===== config.mk =====
export PLATFORM = sky130hd
export DESIGN_NAME = kpsq_cell
export DESIGN_NICKNAME = d
export VERILOG_FILES = /design/src/sv/kpsq_pkg.sv /design/src/sv/kpsq_cell.sv
export SDC_FILE = /design/constraint.sdc
export NUM_CORES = 1
export LEC_CHECK = 0
export BUFFER_PORTS_ARGS = -buffer_cell sky130_fd_sc_hd__buf_2
export CORE_AREA = 3 3 174 176
export DETAILED_ROUTE_END_ITERATION = 6
export DIE_AREA = 0 0 177 179
export GPL_TIMING_DRIVEN = 0
export SETUP_SLACK_MARGIN = 0.15
export SYNTH_ARGS = -nofsm -noshare
export SYNTH_HDL_FRONTEND = slang
export SYNTH_SLANG_ARGS = --single-unit

===== constraint.sdc =====
create_clock -name i_clk -period 10.9 [get_ports i_clk]
set_input_delay 0.545 -clock i_clk [delete_from_list [all_inputs] [get_ports i_clk]]
set_output_delay 0.545 -clock i_clk [all_outputs]
set_load 0.05 [all_outputs]

===== src/sv/kpsq_pkg.sv =====
// kpsq_pkg: shared types and codes for the keyed priority send queue.
// No dependencies; imported by the cell, top level and checker.
package kpsq_pkg;

    // One queue entry as held in a cell
    typedef struct packed {
        logic [15:0] prio;
        logic [31:0] serial;
        logic [31:0] ip;
        logic [15:0] port;
        logic [7:0]  count_r;
        logic [7:0]  count_t;
    } t_entry;

    // Per-cycle command broadcast to every cell
    typedef struct packed {
        logic shift_left;   // close the gap left by a removed entry
        logic insert;       // open a slot and place the new entry
    } t_cell_ctl;

    // Action codes
    localparam logic ACT_ADD = 1'b0;
    localparam logic ACT_POP = 1'b1;

    // Status codes
    localparam logic [1:0] STAT_OK    = 2'd0;
    localparam logic [1:0] STAT_EMPTY = 2'd1;
    localparam logic [1:0] STAT_FULL  = 2'd2;

    // Serial reported by a pop on an empty queue
    localparam logic [31:0] EMPTY_SERIAL = 32'h0000_FFFF;

    localparam int unsigned OCC_W = 7;

endpackage


===== src/sv/kpsq_cell.sv =====
// kpsq_cell: one slot of the sorted queue, with its key compare and shift mux.
// Depends on kpsq_pkg (t_entry, t_cell_ctl).
module kpsq_cell import kpsq_pkg::*; (
    input  logic      i_clk,
    input  t_cell_ctl i_ctl,
    input  logic      i_occ,          // slot holds a live entry
    input  logic      i_past,         // a removed entry sits at or before this slot
    input  logic      i_prev_before,  // new entry goes before the left neighbor
    input  t_entry    i_new,
    input  t_entry    i_left,
    input  t_entry    i_right,
    output t_entry    o_entry,
    output logic      o_hit,
    output logic      o_before
);

    t_entry r_entry;
    t_entry n_entry;
    logic   served_first;

    // Key match for replace
    assign o_hit = i_occ && (r_entry.serial == i_new.serial);

    // Held entry is served ahead of the new one
    assign served_first = (r_entry.prio > i_new.prio) ||
                          ((r_entry.prio == i_new.prio) && (r_entry.serial < i_new.serial));

    // Empty slots always rank after the new entry, keeping the vector monotone
    assign o_before = !i_occ || !served_first;

    // Shift left on removal, shift right or load on insert
    always_comb begin
        n_entry = r_entry;
        if (i_ctl.shift_left && i_past) begin
            n_entry = i_right;
        end else if (i_ctl.insert && o_before) begin
            n_entry = i_prev_before ? i_left : i_new;
        end
    end

    always_ff @(posedge i_clk) begin
        r_entry <= n_entry;
    end

    assign o_entry = r_entry;

endmodule


# [Word level (Yosys, flattened, before mapping)]
# Index checks and enable logic that the tools add are counted.
[totals] reg_bits=112 output_inout_bits=114
[op_classes] magnitude_cmp=2 mux=3 n_reduce_logical=9 eq_ne=2
[ops] op="two-way mux 112 bit" n=3
[ops] op="== test 32 bit" n=1
[ops] op="< comparator 32 bit" n=1
[ops] op="== test 16 bit" n=1
[ops] op="> comparator 16 bit" n=1
[ops] op="logical AND 1 bit" n=4
[ops] op="logical NOT 1 bit" n=2
[ops] op="logical OR 1 bit" n=2
[ops] op="nonzero test 2 bit" n=1

# [Logic depth before layout (Yosys ltp)]
[depth] ltp_word=8 mapped_depth=7

# [Least setup slack after synthesis]
# Ideal clock, no wire load.
[synth_timing] kind="register -> register" from="register r_entry, in the netlist o_entry[94]" to="register r_entry, in the netlist o_entry[0] (enable)" t_required_ps=10255 n_path_buf=0 setup_slack_ps=2599 path_stages_with_launch=7 setup_ps=645 arrival_ps=7656 cell_sequence="edfxtp_1 ha_1 nand4_1 nor4_1 and3_1 o41ai_2 a41oi_1"
[synth_between] elab_chain_cells=7
[synth_rtl] item="start, declared" line="kpsq_cell.sv:17" source="t_entry r_entry;"
[synth_rtl] item="start signal, assigned" line="kpsq_cell.sv:42" source="r_entry <= n_entry;"
[synth_rtl] item="< comparator 32 bit" line="kpsq_cell.sv:26" source="((r_entry.prio == i_new.prio) && (r_entry.serial < i_new.serial));"
[synth_rtl] item="logical AND 1 bit" line="kpsq_cell.sv:26"
[synth_rtl] item="logical OR 1 bit" line="kpsq_cell.sv:25" source="assign served_first = (r_entry.prio > i_new.prio) ||"
[synth_rtl] item="logical NOT 1 bit" line="kpsq_cell.sv:29" source="assign o_before = !i_occ || !served_first;"
[synth_rtl] item="logical OR 1 bit" line="kpsq_cell.sv:29"
[synth_rtl] item="logical AND 1 bit" line="kpsq_cell.sv:36" source="end else if (i_ctl.insert && o_before) begin"
[synth_rtl] item="nonzero test 2 bit (no line)"
# Every way passes these cells.
# A chain may end at the register's enable or synchronous reset.

# [Final worst setup path]
[layout_timing] from="register r_entry, in the netlist o_entry[94]" to="register r_entry, in the netlist o_entry[37] (enable)"
# The elaborated chain is that of the path after synthesis.

==> summary.txt <==
Status: finished clean
Final worst-path setup slack: 7300 ps
GR Overflow Total: 0
# IOs: 456
Multi-input logic area: 3200 um^2
Register-to-register setup slack: 7300 ps
Top post-synthesis cells by count: nand2_1 (120), o21ai_0 (118), edfxtp_1 (112), mux2i_1 (112)
GPL Wtd Cong: 0.825
Via count: 6774
Synth Cell Area: 6890 um^2
Row cnt: 62
FMAX: 277 MHz
HPWL after DPL: 24200 um
Pin count of the biggest net entering global routing: 26
Worst path cell trace: ha_1 -> nand4_1 -> nor4_1 -> and3_1 -> o41ai_2 -> a41oi_4 -> buf_16 -> buf_16 -> buf_16
Max FFs per register: 112
Pwr dens: 137 nW/um^2
Nature of the critical path endpoint: flop
Proportion of layout cells with a drive suffix above 1: 43.8%
FF-to-FF Start: o_entry[94]$_DFFE_PP_
Crit path DAT: 3670 ps
Synth top area share: 48.8%
Post-Syn Instances: 662
Mapped Nets: 1052
Setup Fix Bufs, Post-CTS: 0
Slew margin rel.: 46.7%
WP data required: 10970 ps
Lkg Pwr: 4.96 nW
CTS tree: built
Worst skew pair latency: 360 ps
Count leader, synth: nand2_1
Vias per Instance: 4.45
Hold EP: o_entry[39]$_DFFE_PP_
Sink Count: 112
Synthesis-stage register bit count: 112
Die height: 179 um
Crit Path Max Fanout: 20
MaxCap Viol Count: 0
Pre-CTS setup slack: 6910 ps
Worst Path Buf+Inv: 3
Slowest cell on the critical path: nor4_1
Area leader, netlist: edfxtp_1
Max-slew violations: 0
Core Box Area: 28800 um^2
ANT nets after route: 0
Drt first-iter violations: 376
Worst path max stage delay: 650 ps
Final Skew: 12.6 ps
Final Total Pwr: 1.38 mW
Syn_area_per_cell: 10.4 um^2
Top area cells in the synthesized netlist: edfxtp_1 (49%), mux2i_1 (16%), ha_1 (8.7%)
First-pass GRT wire length: 40400 um
YS warnings: 0
CP Class: reg -> reg
Final Hold Viols: 0
Shortest period the worst path allows: 3600 ps
Die area: 31700 um^2
Root Driver: clkbuf_16
Chip width: 177 um
Initial core utilization: 24.0%
TritonRoute pass-1 iters: 5
Clock buffer count from CTS: 9
RSZ-0062 raised after global routing: false
Synth Flop Type: edfxtp_1
Synth unique cells: 35
Final setup violation count: 0
Register Area: 3360 um^2
Worst Max-Slew Pin Slew: 797 ps
Cts hold-fix bufs: 0
Clk buf depth: 2
Peak supply drop: 0.0000614 V
Drt wl/cell: 19.0 um
Cell depth of the worst hold path: 3
CTS H-Tree Depth: 3
Port Buffers: 454
Startpoint Class: flop
Nets@finish: 1522
Initial antenna violation count: 2
Crit share post-route: 33.1%
Total Neg Setup Slack: 0 ps
CP top delay family: simple AND/OR/NAND/NOR gates
Clock transition at path regs: 90 ps
Util after Layout: 35.0%
Cts repair resizes: 0
Synth-to-Final Area Change: 46.2%
Most used cell, CP: buf_16
EDFF count, synth: 112
Vias in the first global route: 6805
Reg2reg end: o_entry[37]$_DFFE_PP_
Fill cells: 2973
Sequential area share after synthesis: 48.8%
Worst R2R Path Depth: 9
GRT Util Overall: 17.3%
DRC viols: 0
HP Start: i_right[39]
HP Class: in -> reg
Final wirelength: 29000 um
Final Hold Slack: 459 ps
Post-synth ARST share: 0%
area by class of cell:
cell class / count / area share, %
Tap cell: 384 / 4.77
Multi-Input combinational cell: 464 / 31.8
Clock buffer: 10 / 2.27
Antenna cell: 1 / 0.0248
Inverter: 48 / 1.79
Timing Repair Buffer: 459 / 23.8
Buffer: 38 / 1.66
Sequential cell: 112 / 33.4
Clock inverter: 6 / 0.546
layout by cell type (no fill, tap or decap), types with 4 or more instances in the layout:
cell type and count:
buf_2 474, nand2_1 120, o21ai_0 118, mux2i_1 112, edfxtp_1 112, inv_1 48
ha_1 48, clkbuf_1 17, a21oi_1 17, nand4_1 10, clkbuf_16 9, nor2_1 5
nand3_1 5, buf_16 4
per-layer routing:
metal  up-vias  track usage, %  share of wire, %
met5         -               0             0.045
met4         2            5.01               2.2
li1       3330               -                 -
met1      3104            20.7                40
met3        26            3.73               7.6
met2       312            31.0                51
where the power goes:
part           internal [mW]  switching, mW
combinational          0.147          0.336
sequential             0.541         0.0196
clock                  0.159          0.178
tightest hold or removal path: cells and delay by family:
family / cells / cell delay, ps
buffers and inverters: 1 / 70
AOI/OAI and AO/OA: 1 / 50
and+or+nand+nor: 1 / 40
worst max-delay path by stage:
| stage | startpoint | end | slack [ps] | cells after the start |
|---|---|---|---|---|
| 2_1_floorplan | o_entry[94]$_DFFE_PP_ | o_entry[0]$_DFFE_PP_ | 2600 | 6 |
| 3_3_place_gp | i_new[94] | o_entry[34]$_DFFE_PP_ | -1550 | 8 |
| 3_5_place_dp | i_new[94] | o_entry[34]$_DFFE_PP_ | 6910 | 11 |
| 4_1_cts | o_entry[94]$_DFFE_PP_ | o_entry[37]$_DFFE_PP_ | 7170 | 9 |
| 5_1_grt | o_entry[94]$_DFFE_PP_ | o_entry[37]$_DFFE_PP_ | 7040 | 9 |
| 6_report | o_entry[94]$_DFFE_PP_ | o_entry[37]$_DFFE_PP_ | 7300 | 9 |
through the flow:
stage,instance area (um^2),cells
6_report,10100,1522
5_1_grt,10100,1521
4_1_cts,10100,1521
3_5_place_dp,9800,1505
3_3_place_gp,9650,1500
2_1_floorplan,6890,662
cells by family (layout without fill, tap and decap cells):
kind of cell | after synthesis | after routing | synth area share [%]
AND/OR/NAND/NOR | 154 | 154 | 9.49
AO/OA/AOI/OAI | 150 | 150 | 11.7
multiplexers | 112 | 112 | 16.3
flip-flops | 112 | 112 | 48.8
buffers and inverters | 86 | 561 | 5.05
adder cells (fa/ha/maj) | 48 | 48 | 8.71
other | 0 | 1 | 0
Power figures use the tool's default switching activity.
